<file path="config.mk">
export PLATFORM = sky130hd
export DESIGN_NAME = ft_ctrl
export DESIGN_NICKNAME = d
export VERILOG_FILES = /design/src/rtl/ft_pkg.sv /design/src/rtl/ft_ctrl.sv
export SDC_FILE = /design/constraint.sdc
export NUM_CORES = 1
export LEC_CHECK = 0
export BUFFER_PORTS_ARGS = -buffer_cell sky130_fd_sc_hd__buf_4
export CORE_ASPECT_RATIO = 0.75
export CORE_MARGIN = 5
export CORE_UTILIZATION = 53
export CTS_CLUSTER_SIZE = 14
export DETAILED_ROUTE_END_ITERATION = 10
export GPL_ROUTABILITY_DRIVEN = 0
export PLACE_DENSITY = 0.79
export RECOVER_POWER = 50
export SETUP_SLACK_MARGIN = 0.4
export SYNTH_ARGS = -nofsm -noshare
export SYNTH_HDL_FRONTEND = slang
export SYNTH_SLANG_ARGS = --single-unit
</file>
<file path="constraint.sdc">
create_clock -name i_clk -period 3.1 [get_ports i_clk]
set_input_delay 0.155 -clock i_clk [delete_from_list [all_inputs] [get_ports i_clk]]
set_output_delay 0.155 -clock i_clk [all_outputs]
set_load 0.02 [all_outputs]
</file>
<file path="src/rtl/ft_pkg.sv">
// shared constants, codes and control/status types of the fenwick tree engine
`timescale 1ns / 1ps

package ft_pkg;

    // tree size and derived widths
    localparam int ENTRIES   = 1024;
    localparam int IDX_W     = $clog2(ENTRIES);
    localparam int K_W       = IDX_W + 2;
    // fixed field widths of the channels
    localparam int CMD_W     = 3;
    localparam int IN_IDX_W  = 11;
    localparam int DATA_W    = 32;
    localparam int POS_W     = 10;
    // width for saturating index arithmetic and for signed bisection bounds
    localparam int W_W       = ((IN_IDX_W > IDX_W + 1) ? IN_IDX_W : IDX_W + 1) + 1;
    localparam int B_W       = W_W + 1;

    typedef enum logic [CMD_W-1:0] {
        CMD_ADD    = 3'd0,
        CMD_SET    = 3'd1,
        CMD_PREFIX = 3'd2,
        CMD_RANGE  = 3'd3,
        CMD_FWD    = 3'd4,
        CMD_BWD    = 3'd5
    } t_cmd;

    typedef enum logic [3:0] {
        OP_NONE      = 4'd0,
        OP_LOAD      = 4'd1,
        OP_SAVE_BASE = 4'd2,
        OP_DELTA_X   = 4'd3,
        OP_DELTA_SET = 4'd4,
        OP_SUM_ACC   = 4'd5,
        OP_SUM_DIFF  = 4'd6,
        OP_BIS_INIT  = 4'd7,
        OP_BIS_STEP  = 4'd8,
        OP_BIS_END   = 4'd9,
        OP_OUT_LOAD  = 4'd10
    } t_dp_op;

    // start index of a tree walk
    typedef enum logic [2:0] {
        K_A1  = 3'd0,
        K_A   = 3'd1,
        K_B   = 3'd2,
        K_R1  = 3'd3,
        K_MID = 3'd4
    } t_ksel;

    typedef struct packed {
        t_dp_op op;
        logic   walk_start;
        logic   walk_upd;
        t_ksel  ksel;
        logic   clr_step;
    } t_dp_ctrl;

    typedef struct packed {
        t_cmd cmd;
        logic idx_ok;
        logic walk_done;
        logic bis_more;
        logic clr_last;
        logic out_free;
    } t_dp_stat;

endpackage

</file>
<file path="src/rtl/ft_ctrl.sv">
// sequencing state machine of the fenwick tree engine
`timescale 1ns / 1ps

module ft_ctrl import ft_pkg::*; (
    input  logic     i_clk,
    input  logic     i_rst_n,
    input  logic     i_in_valid,
    output logic     o_in_ready,
    input  t_dp_stat i_stat,
    output t_dp_ctrl o_ctrl
);

    typedef enum logic [8:0] {
        S_CLEAR = 9'b000000001,
        S_IDLE  = 9'b000000010,
        S_DISP  = 9'b000000100,
        S_WALK1 = 9'b000001000,
        S_WALK2 = 9'b000010000,
        S_UPD   = 9'b000100000,
        S_BCHK  = 9'b001000000,
        S_BWALK = 9'b010000000,
        S_DONE  = 9'b100000000
    } t_state;

    t_state r_state;
    t_state n_state;

    always_ff @(posedge i_clk) begin
        if (!i_rst_n) begin
            r_state <= S_CLEAR;
        end else begin
            r_state <= n_state;
        end
    end

    assign o_in_ready = (r_state == S_IDLE);

    always_comb begin
        n_state           = r_state;
        o_ctrl.op         = OP_NONE;
        o_ctrl.walk_start = 1'b0;
        o_ctrl.walk_upd   = 1'b0;
        o_ctrl.ksel       = K_A1;
        o_ctrl.clr_step   = 1'b0;
        case (r_state)
            S_CLEAR: begin
                o_ctrl.clr_step = 1'b1;
                if (i_stat.clr_last) begin
                    n_state = S_IDLE;
                end
            end
            S_IDLE: begin
                if (i_in_valid) begin
                    o_ctrl.op = OP_LOAD;
                    n_state   = S_DISP;
                end
            end
            S_DISP: begin
                case (i_stat.cmd)
                    CMD_ADD: begin
                        if (i_stat.idx_ok) begin
                            o_ctrl.op         = OP_DELTA_X;
                            o_ctrl.walk_start = 1'b1;
                            o_ctrl.walk_upd   = 1'b1;
                            o_ctrl.ksel       = K_A1;
                            n_state           = S_UPD;
                        end else begin
                            n_state = S_DONE;
                        end
                    end
                    CMD_SET: begin
                        if (i_stat.idx_ok) begin
                            o_ctrl.walk_start = 1'b1;
                            o_ctrl.ksel       = K_A1;
                            n_state           = S_WALK1;
                        end else begin
                            n_state = S_DONE;
                        end
                    end
                    CMD_PREFIX: begin
                        o_ctrl.walk_start = 1'b1;
                        o_ctrl.ksel       = K_A1;
                        n_state           = S_WALK1;
                    end
                    CMD_RANGE: begin
                        o_ctrl.walk_start = 1'b1;
                        o_ctrl.ksel       = K_B;
                        n_state           = S_WALK1;
                    end
                    CMD_FWD: begin
                        o_ctrl.walk_start = 1'b1;
                        o_ctrl.ksel       = K_A;
                        n_state           = S_WALK1;
                    end
                    CMD_BWD: begin
                        o_ctrl.walk_start = 1'b1;
                        o_ctrl.ksel       = K_R1;
                        n_state           = S_WALK1;
                    end
                    default: begin
                        n_state = S_DONE;
                    end
                endcase
            end
            S_WALK1: begin
                if (i_stat.walk_done) begin
                    case (i_stat.cmd)
                        CMD_SET, CMD_RANGE: begin
                            o_ctrl.op         = OP_SAVE_BASE;
                            o_ctrl.walk_start = 1'b1;
                            o_ctrl.ksel       = K_A;
                            n_state           = S_WALK2;
                        end
                        CMD_PREFIX: begin
                            o_ctrl.op = OP_SUM_ACC;
                            n_state   = S_DONE;
                        end
                        CMD_FWD, CMD_BWD: begin
                            o_ctrl.op = OP_BIS_INIT;
                            n_state   = S_BCHK;
                        end
                        default: begin
                            n_state = S_DONE;
                        end
                    endcase
                end
            end
            S_WALK2: begin
                if (i_stat.walk_done) begin
                    if (i_stat.cmd == CMD_SET) begin
                        o_ctrl.op         = OP_DELTA_SET;
                        o_ctrl.walk_start = 1'b1;
                        o_ctrl.walk_upd   = 1'b1;
                        o_ctrl.ksel       = K_A1;
                        n_state           = S_UPD;
                    end else begin
                        o_ctrl.op = OP_SUM_DIFF;
                        n_state   = S_DONE;
                    end
                end
            end
            S_UPD: begin
                if (i_stat.walk_done) begin
                    n_state = S_DONE;
                end
            end
            S_BCHK: begin
                if (i_stat.bis_more) begin
                    o_ctrl.walk_start = 1'b1;
                    o_ctrl.ksel       = K_MID;
                    n_state           = S_BWALK;
                end else begin
                    o_ctrl.op = OP_BIS_END;
                    n_state   = S_DONE;
                end
            end
            S_BWALK: begin
                if (i_stat.walk_done) begin
                    o_ctrl.op = OP_BIS_STEP;
                    n_state   = S_BCHK;
                end
            end
            S_DONE: begin
                if (i_stat.out_free) begin
                    o_ctrl.op = OP_OUT_LOAD;
                    n_state   = S_IDLE;
                end
            end
            default: begin
                n_state = S_CLEAR;
            end
        endcase
    end

endmodule

</file>
# == After elaboration in Yosys (flattened, before gate mapping) ==
# Index checks and enable logic that the tools add are counted.
# totals
ff_bits,9
# classes
n_eq_ne,21
n_mux,39
n_reduce_logical,5
# ops
op,count
9-bit 2-to-1 mux,11
9-bit one-hot mux with 9 select lines,1
4-bit one-hot mux with 7 select lines,1
9-bit one-hot mux with 3 select lines,1
3-bit one-hot mux with 4 select lines,2
9-bit one-hot mux with 2 select lines,1
2-bit inequality test (second input constant),7
4-bit 2-to-1 mux,3
5-bit 2-to-1 mux,2
9-bit by 1-bit == test with 1-bit output (second input constant),1
9-bit by 2-bit == test with 1-bit output (second input constant),1
9-bit by 3-bit == test with 1-bit output (second input constant),1
9-bit by 4-bit == test with 1-bit output (second input constant),1
9-bit by 5-bit == test with 1-bit output (second input constant),1
9-bit by 6-bit == test with 1-bit output (second input constant),1
9-bit by 7-bit == test with 1-bit output (second input constant),1
9-bit by 8-bit == test with 1-bit output (second input constant),1
9-bit == test (second input constant),1
3-bit one-hot mux with 3 select lines,1
1-bit 2-to-1 mux,8
8-bit 2-to-1 mux,1
7-bit 2-to-1 mux,1
7-bit AND reduction,1
3-bit by 2-bit == test with 1-bit output (second input constant),2
other kinds (10),13

# == Longest topological paths before layout ==
# Gate-level depths: netlist of run 1.
# depth
word_depth,5
mapped_depth,6
mapped_depth_nobuf,5

# == Worst setup path after synthesis of run 1 ==
# Ideal clock, no wire load.
# synth_timing
path_kind,register -> output
startpoint,register r_state[2]
endpoint,output o_ctrl[5] in the netlist's numbering
t_arrival_ps,2027
required_ps,2945
slack_ps,918
stages_incl_launch_ff,6
cell_sequence,dfxtp_1 nor3_1 nand3_1 nor4_1 nor2_1 nand3_1
# synth_lines
element,line_no,rtl
start: declaration,ft_ctrl.sv:25,t_state r_state;
start signal: assignment,ft_ctrl.sv:32,r_state <= n_state;
end: declaration,ft_ctrl.sv:10,output t_dp_ctrl o_ctrl

==> results of run 1 <==
==> power by group <==
group	switching, mW	leakage, nW	internal (mW)	total, mW
sequential	0.0336	0.0730	0.129	0.163
combinational	0.131	0.341	0.0950	0.226
clock	0.0508	0.0150	0.0500	0.101
total	0.215	0.429	0.274	0.489
==> per-layer routing <==
layer | up-vias | GRT usage [%]
met5 | - | 0
met4 | 0 | 12.5
met3 | 6 | 9.52
met2 | 57 | 31.8
met1 | 505 | 29.3
li1 | 508 | -
==> critical path, delay by kind of cell (launching register included) <==
kind | cells | cell delay, ns
AND/OR/NAND/NOR | 4 | 1.02
flip-flops | 1 | 0.44
buffers and inverters | 1 | 0.14
AO/OA/AOI/OAI | 1 | 0.35
==> Yosys cell counts (2+ instances only) <==
library cell  n  area, µm²
dfxtp_1       9        180
inv_1         8       30.0
nand2_1       7       26.3
nor2_1        7       26.3
nor2b_1       7       43.8
nor3_1        6       30.0
a21oi_1       5       25.0
nand3_1       5       25.0
o21ai_0       5       25.0
buf_2         4       20.0
nand2b_1      4       25.0
nor4_1        4       25.0
o21ai_1       4       20.0
clkbuf_1      3       11.3
nor3b_1       3       22.5
o21a_1        3       22.5
nand4_1       2       12.5
nand4b_1      2       17.5
nor2_2        2       12.5
o2111ai_1     2       17.5
o22ai_1       2       12.5
or4_1         2       15.0
xnor2_1       2       17.5
xor2_1        2       17.5
==> how the worst max path moves through the flow <==
| stage | from | slack, ns | depth (start not counted) | to |
|---|---|---|---|---|
| 2_1_floorplan | r_state[2]$_SDFFE_PN0P_ | 0.92 | 5 | o_ctrl[5] |
| 3_3_place_gp | r_state[1]$_SDFFE_PN0P_ | 1.05 | 6 | o_ctrl[5] |
| 3_5_place_dp | r_state[1]$_SDFFE_PN0P_ | 1.04 | 6 | o_ctrl[5] |
| 4_1_cts | r_state[1]$_SDFFE_PN0P_ | 0.72 | 6 | o_ctrl[5] |
| 5_1_grt | r_state[7]$_SDFFE_PN0P_ | 0.51 | 6 | o_ctrl[6] |
| 6_report | r_state[7]$_SDFFE_PN0P_ | 0.71 | 6 | o_ctrl[5] |
==> cell type report <==
type | instances | area (µm²)
Clock buffer | 4 | 26.3
Tap cell | 22 | 27.5
Timing Repair Buffer | 21 | 150
Fill cell | 160 | 607
Multi-Input combinational cell | 102 | 671
Inverter | 8 | 30.0
Sequential cell | 9 | 180
==> cells by family (layout without fill, tap and decap cells) <==
family | count (synthesis) | after routing
flops | 9 | 9
mux | 1 | 1
compound gates | 33 | 33
simple gates | 64 | 64
xor+xnor | 4 | 4
buf+inv | 15 | 33
==> metrics by stage <==
step / worst slack, ns / utilization [%] / area (µm²) / std cells
finish: 0.707 / 64.1 / 1080 / 166
detailed placement: 1.04 / 63.8 / 1080 / 162
floorplan: 0.918 / - / 926 / 126
global route: 0.515 / 64.1 / 1080 / 166
CTS: 0.722 / 65.4 / 1110 / 166
global placement: 1.05 / 63.8 / 1080 / 162
==> impl_summary.log, run 1 <==
INFO  metric run_status = finished clean
INFO  metric floorplan.initialDensity = 54.7%
INFO  metric data_required_time_of_the_worst_path = 2.94 ns
INFO  metric p_leak = 0.429 nW
INFO  metric setup_total_negative_slack = 0 ns
INFO  metric post-route-period-util = 77.2%
INFO  metric maxSlewHeadroom = a little over three fifths
INFO  metric hold_slack = 0.134 ns
INFO  metric die-width = roughly 60 µm
INFO  metric worst_hold_path.num_cells = 2
INFO  metric postSynthAreaPerCell = 7.35 µm²
INFO  metric hold_start = i_rst_n
INFO  metric timing.clock.skew = 0.00644 ns
INFO  metric netlist_area = 926 µm²
INFO  metric reg_top3 = r_state x9
INFO  metric met2_wirelength = 1.24 mm
INFO  metric power.total = roughly 0.49 mW
INFO  metric yosys.area_share.adder = 0%
INFO  metric worst_path_largest_cell_delay = 0.54 ns
INFO  metric worst-r2r-setup-slack = approximately 0.84 ns
INFO  metric drc = 0
INFO  metric floorplan.die.height = 46.2 µm
INFO  metric reg2reg_from = r_state[7]$_SDFFE_PN0P_
INFO  metric drt_pre_antenna_iters = 4
INFO  metric first_global_vias = 960
INFO  metric setup.worst_path.end_class = primary output
INFO  metric global_route_wire_length_before_repair = 4.51 mm
INFO  metric critical_path_class = flip-flop to primary output
INFO  metric largest-register = r_state
INFO  metric crit_path_time_final = 2.39 ns
INFO  metric cts-buffers-inserted = 3
INFO  metric maxUsedRoutingLayer = met4
INFO  metric synth_mux_area_share = 1.62%
INFO  metric reg2regPathDepth = 5
INFO  metric cp_slowest_cell = nor4_4
INFO  metric vias_cell = 6.48
INFO  metric most_common_library_cell_in_the_layout_ignoring_fill_and_taps = buf_4
INFO  metric final_nets = 156
INFO  metric worstPathArrival = approximately 2.2 ns
INFO  metric timing.critical_path.cells = nor4_4 -> nand4b_1 -> a211oi_1 -> nor2_1 -> nand3_1 -> buf_4
INFO  metric cts.path.max_buffers = 2
INFO  metric cts.clk_slew.worst_paths = around 0.060 ns
INFO  metric tritoncts_num_sinks = 9
INFO  metric post_synth_xor_area_fraction = 3.78%
INFO  metric power-per-cell-area = roughly 450 nW/µm²
INFO  metric post_cts_resized = 0
INFO  metric floorplan.io_pins = 22
INFO  metric drive_gt1_share = 21.5%
INFO  metric syn-instance-count = 126
INFO  metric grt_start_max_net_pins = 13
INFO  metric hold-path-endpoint = r_state[7]$_SDFFE_PN0P_
INFO  metric hpwl = 2.21 mm
INFO  metric dr_wl_met3 = 268 µm
INFO  metric post_synth_num_cell_types = 50
INFO  metric yosys.area_share.simple = 44.1%
INFO  metric synth_edf_count = 0
INFO  metric buffer_cell_driving_the_clock_tree_root = clkbuf_4
INFO  metric num_vias = 1076
INFO  metric wirelength = 2.83 mm
INFO  metric h_tree_lvls = 1
INFO  metric most_common_flop_cell_mapped_by_yosys = dfxtp_1
INFO  metric standard_cell_rows = 13
INFO  metric number_of_hold_buffers_added_after_cts = 0
INFO  metric dr.first_iter.drc_count = 55
INFO  metric rsz0062_at_grt = false
INFO  metric drt-met1-wl = 1.26 mm
INFO  metric design.core.area = 1690 µm²
INFO  metric worst_slew_pin_slew = 0.557 ns
INFO  metric placement.io_buffers = 21
INFO  metric finalSetupViolations = 0
INFO  metric tritoncts = built
INFO  metric syn-num-nets = 137
INFO  metric synth-compound-area-share = 24.5%
INFO  metric wire_per_inst = 17.0 µm
INFO  metric max_cap_violations = 0
INFO  metric power.ir.vdd_worst = 0.407 mV
INFO  metric post-cts-setup-buffers = 0
INFO  metric layout.cells.most_common_list = buf_4 (19), dfxtp_1 (9), inv_1 (8), nor2_1 (8)
INFO  metric clkLatencyLatePin = 0.28 ns
INFO  metric synth.yosys.seq_area_share = 19.5%
INFO  metric timing_hold_violations_final = 0
INFO  metric syn2layout_area_growth = 17.2%
INFO  metric grt_util_all_layers = 22.7%
INFO  metric largest_register_ff_count = 9
INFO  metric postSynthRegisterBits = 9
INFO  metric final-max-slew-violation-count = 0
INFO  metric synth_async_sr_flop_share = 0%
INFO  metric grt_remaining_overflow = 0
INFO  metric startpoint_type = flip-flop
INFO  metric antenna_violations_before_repair = 0
INFO  metric synth_top_family_by_area = simple AND/OR/NAND/NOR gates
INFO  metric maxClockFrequency = 418 MHz
INFO  metric critical_path.reg2reg.endpoint = r_state[0]$_SDFFE_PN1P_
INFO  metric crit_path_max_fanout = 12
INFO  metric postRouteAntennaNets = 0
INFO  metric antenna_cells = 0
INFO  metric full_die_area = 2690 µm²
INFO  metric count_of_warnings_emitted_by_yosys = 0
INFO  metric timing.hold.worst.class = primary input to flip-flop
No activity file was read; power rests on OpenSTA's default activity.
==> run 2: changes to the inputs <==
--- a/config.mk
+++ b/config.mk
@@ -8,11 +8,11 @@
 export BUFFER_PORTS_ARGS = -buffer_cell sky130_fd_sc_hd__buf_4
 export CORE_ASPECT_RATIO = 0.75
 export CORE_MARGIN = 5
-export CORE_UTILIZATION = 53
+export CORE_UTILIZATION = 47
 export CTS_CLUSTER_SIZE = 14
 export DETAILED_ROUTE_END_ITERATION = 10
 export GPL_ROUTABILITY_DRIVEN = 0
-export PLACE_DENSITY = 0.79
+export PLACE_DENSITY = 0.74
 export RECOVER_POWER = 50
 export SETUP_SLACK_MARGIN = 0.4
 export SYNTH_ARGS = -nofsm -noshare
==> constraint.sdc (replaced) <==
create_clock -name i_clk -period 2 [get_ports i_clk]
set_input_delay 0.1 -clock i_clk [delete_from_list [all_inputs] [get_ports i_clk]]
set_output_delay 0.1 -clock i_clk [all_outputs]
set_load 0.02 [all_outputs]
==> run 2 against run 1 <==
Net effect: the run now fails in global routing (5_1_grt); synthesized cell count did not move; synthesized area stayed put.
==> impl_summary.log, run 2 <==
INFO  metric run_status = did not finish
INFO  metric stop_stage = global routing (5_1_grt)
INFO  metric error = [ERROR DPL-0033] detailed placement checks failed during check placement.
INFO  metric netlist.area_leader.share = 19.5% (unchanged)
INFO  metric synth.yosys.seq_area_share = 19.5% (unchanged)
INFO  metric standard_cell_rows = 13 (unchanged)
INFO  metric syn-instance-count = 126 (unchanged)
INFO  metric netlist_area = 926 µm² (unchanged)
INFO  metric floorplan.initialDensity = 51.3% (-3.5 points)
INFO  metric synth.cells.most_frequent = dfxtp_1 (9), inv_1 (8), nand2_1 (7), nor2_1 (7), nor2b_1 (7)
INFO  metric cts-buffers-inserted = 3 (unchanged)
INFO  metric post_synth_num_cell_types = 50 (unchanged)
INFO  metric postSynthAreaPerCell = 7.35 µm² (unchanged)
INFO  metric count_of_warnings_emitted_by_yosys = 0 (unchanged)
INFO  metric syn-num-nets = 137 (unchanged)
INFO  metric synth_async_sr_flop_share = 0% (unchanged)
INFO  metric postSynthRegisterBits = 9 (unchanged)
INFO  metric tritoncts_num_sinks = 9 (unchanged)
INFO  metric floorplan.die.height = 48.4 µm (+4.9%)
INFO  metric most_common_flop_cell_mapped_by_yosys = dfxtp_1
INFO  metric number_of_hold_buffers_added_after_cts = 0 (unchanged)
INFO  metric place_worst_setup_slack = 0.130 ns (-0.912 ns)
INFO  metric post_synth_top_area_cell = dfxtp_1
INFO  metric synth_edf_count = 0 (unchanged)
INFO  metric buffer_cell_driving_the_clock_tree_root = clkbuf_4
INFO  metric grt-worst-endpoint = o_ctrl[7]
INFO  metric netlist_top_cells_area = dfxtp_1 (19%), nor2b_1 (4.7%), nor3_1 (3.2%)
INFO  metric h_tree_lvls = 1 (unchanged)
INFO  metric hpwl = 2.18 mm (-1.4%)
INFO  metric cts.path.max_buffers = 2 (unchanged)
INFO  metric synth.most_common_cell = dfxtp_1
INFO  metric worst-ep-kind = top-level output
INFO  metric antenna_violations_before_repair = 1
INFO  metric placement.io_buffers = 21 (unchanged)
INFO  metric floorplan.io_pins = 22 (unchanged)
INFO  metric grt_start_max_net_pins = 12
INFO  metric die-width = 61.3 µm (+5.1%)
[run 2: cell counts after synthesis]
No cell type changed its count.
[run 2: what timing repair did]
action | 4_1_cts
setup endpoints to repair | 20
setup buffers | 16
pin swaps | 17
endpoints found under the hold margin | 0
resized for setup | 32
[run 2: cell families after synthesis]
group,synth area share [%]
mux,1.62
simple gates,44.1
buf+inv,6.62
compound gates,24.5
flops,19.5
xor+xnor,3.78
[run 2: per-stage QoR]
stage | util [%] | hold WS (ns) | cells | cell area (µm²)
2_1_floorplan | - | 0.217 | 126 | 967
3_5_place_dp | 63.2 | 0.357 | 166 | 1140
4_1_cts | 77.6 | 0.0988 | 186 | 1400
3_3_place_gp | 63.2 | 0.348 | 166 | 1140
==> run 3: changes to the inputs <==
==> config.mk (replaced) <==
export PLATFORM = sky130hd
export DESIGN_NAME = ft_ctrl
export DESIGN_NICKNAME = d
export VERILOG_FILES = /design/src/rtl/ft_pkg.sv /design/src/rtl/ft_ctrl.sv
export SDC_FILE = /design/constraint.sdc
export NUM_CORES = 1
export LEC_CHECK = 0
export BUFFER_PORTS_ARGS = -buffer_cell sky130_fd_sc_hd__buf_4
export CORE_AREA = 5 5 66 68
export DETAILED_ROUTE_END_ITERATION = 10
export DIE_AREA = 0 0 71 73
export GPL_ROUTABILITY_DRIVEN = 0
export PLACE_DENSITY_LB_ADDON = 0.15
export RECOVER_POWER = 50
export SYNTH_ARGS = -nofsm -noshare
export SYNTH_HDL_FRONTEND = slang
export SYNTH_SLANG_ARGS = --single-unit
==> constraint.sdc (replaced) <==
create_clock -name i_clk -period 2.6 [get_ports i_clk]
set_input_delay 0.13 -clock i_clk [delete_from_list [all_inputs] [get_ports i_clk]]
set_output_delay 0.13 -clock i_clk [all_outputs]
set_load 0.02 [all_outputs]
==> run 3 against run 2 <==
Net effect: the flow now finishes without violations.
==> impl_summary.log, run 3 (synthesis gave the netlist of run 1 again) <==
INFO  metric run_status = finished clean
INFO  metric syn2layout_area_growth = 23.4%
INFO  metric num_vias = between 1000 and 1500
INFO  metric cts-buffers-inserted = 3 (unchanged)
INFO  metric timing.clock.skew = between 0.001 and 0.0015 ns
INFO  metric crit_path_time_final = 2.23 ns
INFO  metric crit_path_max_fanout = 12
INFO  metric most_common_library_cell_in_the_layout_ignoring_fill_and_taps = buf_4
INFO  metric antenna_cells = 0
INFO  metric cts.clk_slew.worst_paths = around 0.050 ns
INFO  metric p_leak = approximately 0.44 nW
INFO  metric floorplan.io_pins = 22 (unchanged)
INFO  metric tritoncts = built
INFO  metric buffer_cell_driving_the_clock_tree_root = clkbuf_8
INFO  metric dr.first_iter.drc_count = 115
INFO  metric critical_path_class = flip-flop to primary output
INFO  metric area.sequential = approximately 180 µm²
INFO  metric grt_remaining_overflow = 0
INFO  metric standard_cell_rows = 23 (+10)
INFO  metric max_cap_violations = 0
INFO  metric largest_register_ff_count = 9
INFO  metric antenna_violations_before_repair = 0
INFO  metric power-per-cell-area = between 500 and 600 nW/µm²
INFO  metric finalWorstSetupSlack = 0.367 ns
INFO  metric power.total = approximately 0.64 mW
INFO  metric placement.io_buffers = 21 (unchanged)
INFO  metric worst_path_largest_cell_delay = between 0.4 and 0.5 ns
INFO  metric cp_slowest_cell = dfxtp_1
INFO  metric h_tree_lvls = 1 (unchanged)
INFO  metric wirelength = 2.92 mm
INFO  metric first_global_vias = 1010
INFO  metric place_worst_setup_slack = 0.562 ns (+0.431 ns)
INFO  metric cts.path.max_buffers = 2 (unchanged)
INFO  metric wire_per_inst = 15.0 µm
INFO  metric timing.critical_path.cells = nor4_4 -> buf_4 -> nand4_1 -> o31a_1 -> o21ai_1 -> buf_4
INFO  metric drt-met1-wl = 1.41 mm
INFO  metric maxSlewHeadroom = 67.7%
INFO  metric data_required_time_of_the_worst_path = 2.47 ns
INFO  metric dr_wl_met3 = 117 µm
INFO  metric floorplan.die.height = 73 µm (+51%)
INFO  metric hpwl = 2.35 mm (+7.6%)
INFO  metric clkLatencyLatePin = 0.24 ns
INFO  metric largest-register = r_state
INFO  metric drc = 0
INFO  metric full_die_area = 5180 µm²
INFO  metric area_used_by_multi_input_combinational_logic = 671 µm²
INFO  metric post-cts-setup-buffers = 0 (-16)
INFO  metric postRouteAntennaNets = 0
INFO  metric global_route_wire_length_before_repair = 4.89 mm
INFO  metric finish.instance_area = 1140 µm²
INFO  metric final.fill_count = between 400 and 500
INFO  metric grt_start_max_net_pins = 13
INFO  metric final_nets = about 160
INFO  metric maxClockFrequency = about 450 MHz
INFO  metric post-route-period-util = between 80% and 90%
INFO  metric startpoint_type = flip-flop
INFO  metric placedInstanceArea = 1120 µm² (-1.6%)
INFO  metric final-max-slew-violation-count = 0
INFO  metric setup.worst_path.end_class = primary output
INFO  metric number_of_hold_buffers_added_after_cts = 0 (unchanged)
INFO  metric vias_cell = approximately 5.4
INFO  metric timing.critical_path.mode_cell = buf_4
INFO  metric design.core.area = 3800 µm²
INFO  metric worst_slew_pin_slew = about 0.48 ns
INFO  metric floorplan.initialDensity = 24.4% (-27 points)
INFO  metric tritoncts_num_sinks = 9 (unchanged)
INFO  metric met2_wirelength = 1.34 mm
INFO  metric layout.cells.most_common_list = buf_4 (19), dfxtp_1 (9), inv_1 (8), nor2_1 (8)
INFO  metric drt_pre_antenna_iters = 4
INFO  metric timing_hold_violations_final = 0
INFO  metric final_core_utilization = between 30 and 40%
INFO  metric rsz0062_at_grt = false
INFO  metric grt_util_all_layers = 11.7%
INFO  metric reg_top3 = r_state x9
INFO  metric setup_total_negative_slack = 0 ns
INFO  metric power.ir.vdd_worst = 0.159 mV
INFO  metric timing.hold.worst.class = primary input to flip-flop
INFO  metric die-width = 71 µm (+16%)
INFO  metric drive_gt1_share = 21.4%
INFO  metric maxUsedRoutingLayer = met4
INFO  metric post_cts_resized = 0 (-100%)
INFO  metric worstPathArrival = ~2.1 ns
INFO  metric finalSetupViolations = 0
run 3: worst max-delay path, delay by kind of cell (launching register included):
family                 cells  cell delay [ns]
AO/OA/AOI/OAI              2             0.48
buffers and inverters      2             0.37
flip-flops                 1             0.44
AND/OR/NAND/NOR            2             0.57
run 3: power by group:
part / leakage (nW) / internal, mW / total [mW] / switching, mW
Clock: 0.0228 / 0.107 / 0.166 / 0.0593
Sequential: 0.0730 / 0.154 / 0.197 / 0.0423
Combinational: 0.341 / 0.116 / 0.276 / 0.160
Total: 0.437 / 0.378 / 0.639 / 0.261
run 3: metal layers:
metal,global-route usage (%),vias up
met5,0,-
met4,4.80,0
met3,1.79,7
met2,17.8,35
met1,16.5,498
li1,-,507
run 3: metrics by stage:
stage | hold slack, ns | instances
global placement | 0.398 | 191
detailed placement | 0.393 | 191
CTS | 0.161 | 195
finish | 0.160 | 195
floorplan | 0.247 | 126
global route | 0.174 | 195
run 3: cell type report:
| class | count | share of cell area [%] |
|---|---|---|
| sequential | 9 | 15.8 |
| multi-input combinational | 102 | 58.7 |
| inverter | 8 | 2.63 |
| clock buffer | 4 | 3.94 |
| tap | 50 | 5.48 |
| timing repair buffer | 22 | 13.5 |
run 3: worst paths after layout:
| kind | endpoint | startpoint | slack, ns | cells after the start |
|---|---|---|---|---|
| max | o_ctrl[7] | r_state[7]$_SDFFE_PN0P_ | 0.37 | 6 |
| min | r_state[7]$_SDFFE_PN0P_ | i_rst_n | 0.16 | 2 |
| max reg2reg | r_state[0]$_SDFFE_PN1P_ | r_state[7]$_SDFFE_PN0P_ | 0.43 | 6 |
| min reg2reg | r_state[4]$_SDFFE_PN0P_ | r_state[4]$_SDFFE_PN0P_ | 0.61 | 2 |
==> run 4: changes to the inputs <==
==> constraint.sdc (replaced) <==
create_clock -name i_clk -period 2.6 [get_ports i_clk]
set_input_delay 0.13 -clock i_clk [delete_from_list [all_inputs] [get_ports i_clk]]
set_output_delay 0.13 -clock i_clk [all_outputs]
set_load 0.005 [all_outputs]
==> run 4 against run 3 <==
Net effect: maximum frequency down 3.1%; sequential cell count did not move; first-iteration DRC count decreased by 36%; sequential share of layout area shrank 0.27 points; clock-buffer cell count stayed put; clock skew about the same; via count shrank 2.0%; final area grew 1.8%; critical path type unchanged; largest power group unchanged; highest routed layer unchanged.
==> impl_summary.log, run 4 (synthesis gave the netlist of run 1 again) <==
INFO  metric run_status = finished clean
INFO  metric crit_path_time_final = 2.31 ns (+0.0720 ns)
INFO  metric dr.first_iter.drc_count = 74 (-36%)
INFO  metric tritoncts = built
INFO  metric largest_register_ff_count = 9 (unchanged)
INFO  metric most_common_library_cell_in_the_layout_ignoring_fill_and_taps = buf_4
INFO  metric die-width = 71 µm (unchanged)
INFO  metric p_leak = 0.448 nW (+2.7%)
INFO  metric buffer_cell_driving_the_clock_tree_root = clkbuf_8
INFO  metric cts.clk_slew.worst_paths = 0.04 ns (about the same)
INFO  metric layout.cells.most_common_list = buf_4 (20), dfxtp_1 (9), inv_1 (8)
INFO  metric cts-buffers-inserted = 3 (unchanged)
INFO  metric hpwl = 2.39 mm (+1.6%)
INFO  metric h_tree_lvls = 1 (unchanged)
INFO  metric finalSetupViolations = 0 (unchanged)
INFO  metric power.total = 0.621 mW (-2.9%)
INFO  metric hold_slack = 0.160 ns (+0.000291 ns)
INFO  metric antenna_violations_before_repair = 0 (unchanged)
INFO  metric area.sequential = 180 µm² (unchanged)
INFO  metric floorplan.die.height = 73 µm (unchanged)
INFO  metric wirelength = 2.93 mm (+0.34%)
INFO  metric maxClockFrequency = 434 MHz (-3.1%)
INFO  metric worstPathArrival = 2.18 ns (+0.08 ns)
INFO  metric final.fill_count = 422 (-1.2%)
INFO  metric final_core_utilization = 30.6% (+0.53 points)
INFO  metric setup_total_negative_slack = 0 ns (unchanged)
INFO  metric reg_top3 = r_state x9
INFO  metric antenna_cells = 0 (unchanged)
INFO  metric grt_util_all_layers = 11.8% (+0.11 points)
INFO  metric finalWorstSetupSlack = 0.295 ns (-0.0720 ns)
INFO  metric final-max-slew-violation-count = 0 (unchanged)
INFO  metric first_global_vias = 1005 (-0.50%)
INFO  metric floorplan.io_pins = 22 (unchanged)
INFO  metric vias_cell = 5.26 (-2.0%)
INFO  metric power-per-cell-area = 534 nW/µm² (-4.5%)
INFO  metric largest-register = r_state
INFO  metric timing.clock.skew = 0.000921 ns (-0.000233 ns)
INFO  metric global_route_wire_length_before_repair = 4.85 mm (-0.86%)
INFO  metric wire_per_inst = 15.0 µm (+0.34%)
INFO  metric worst_slew_pin_slew = 0.612 ns (+0.132 ns)
INFO  metric number_of_hold_buffers_added_after_cts = 0 (unchanged)
INFO  metric drive_gt1_share = 24.1% (+2.8 points)
INFO  metric cts.path.max_buffers = 2 (unchanged)
INFO  metric power.ir.vdd_worst = 0.157 mV (-1.6%)
INFO  metric num_vias = 1026 (-2.0%)
INFO  metric grt_start_max_net_pins = 13 (unchanged)
INFO  metric postRouteAntennaNets = 0 (unchanged)
INFO  metric timing_hold_violations_final = 0 (unchanged)
INFO  metric drt_pre_antenna_iters = 4 (unchanged)
INFO  metric critical_path_class = flip-flop to primary output
INFO  metric clkLatencyLatePin = 0.23 ns (about the same)
INFO  metric rsz0062_at_grt = false
INFO  metric full_die_area = 5180 µm² (unchanged)
INFO  metric place_worst_setup_slack = 0.557 ns (-0.00425 ns)
INFO  metric syn2layout_area_growth = 25.5%
INFO  metric crit_path_max_fanout = 12 (unchanged)
INFO  metric post_cts_resized = 0 (unchanged)
INFO  metric design.core.area = 3800 µm² (unchanged)
INFO  metric tritoncts_num_sinks = 9 (unchanged)
INFO  metric data_required_time_of_the_worst_path = 2.47 ns (about the same)
INFO  metric post-route-period-util = 88.7% (+2.8 points)
INFO  metric placement.io_buffers = 21 (unchanged)
INFO  metric drc = 0 (unchanged)
INFO  metric grt_remaining_overflow = 0 (unchanged)
INFO  metric startpoint_type = flip-flop
INFO  metric area_used_by_multi_input_combinational_logic = 679 µm² (+1.3%)
INFO  metric final_nets = 157 (unchanged)
INFO  metric timing.hold.worst.class = primary input to flip-flop
INFO  metric floorplan.initialDensity = 24.4% (unchanged)
INFO  metric standard_cell_rows = 23 (unchanged)
INFO  metric maxSlewHeadroom = 59.0% (-8.7 points)
INFO  metric setup.worst_path.end_class = primary output
INFO  metric post-cts-setup-buffers = 0 (unchanged)
INFO  metric max_cap_violations = 0 (unchanged)
-- run 4: stage by stage --
stage / std cells / area (µm²)
detailed placement: 191 / 1120
finish: 195 / 1160
CTS: 195 / 1170
floorplan: 126 / 926
global placement: 191 / 1120
global route: 195 / 1160
-- run 4: critical path, cell delays in order (launching register included) --
cell and delay (ns):
dfxtp_1 0.43, nor4_4 0.46, buf_4 0.22, nand4_1 0.19
o31a_1 0.35, o21ai_1 0.15, buf_4 0.13
-- run 4: final cells by class --
type	instances	area share, %
clock buffer	4	3.88
multi-input combinational	102	58.5
sequential	9	15.5
timing repair buffer	22	14.2
inverter	8	2.58
tap	50	5.38
-- run 4: final timing paths --
kind                                start                 endpoint  slack, ns  depth (start not counted)
hold reg to reg   r_state[4]$_SDFFE_PN0P_  r_state[4]$_SDFFE_PN0P_       0.60                          2
setup / recovery  r_state[7]$_SDFFE_PN0P_                o_ctrl[7]       0.29                          6
setup reg to reg  r_state[6]$_SDFFE_PN0P_  r_state[0]$_SDFFE_PN1P_       0.50                          5
hold / removal                    i_rst_n  r_state[7]$_SDFFE_PN0P_       0.16                          2
-- run 4: report_power, final --
part	internal (mW)	switching [mW]	total [mW]
Combinational	0.123	0.142	0.266
Sequential	0.154	0.0398	0.194
Clock	0.107	0.0545	0.161
Total	0.385	0.236	0.621
-- run 4: per-layer routing --
metal / vias up / track usage (%) / wire, µm
li1: 510 / - / -
met1: 480 / 15.9 / 1370
met2: 32 / 18.8 / 1360
met3: 4 / 2.20 / 148
met4: 0 / 4.38 / 47
met5: - / 0 / 0
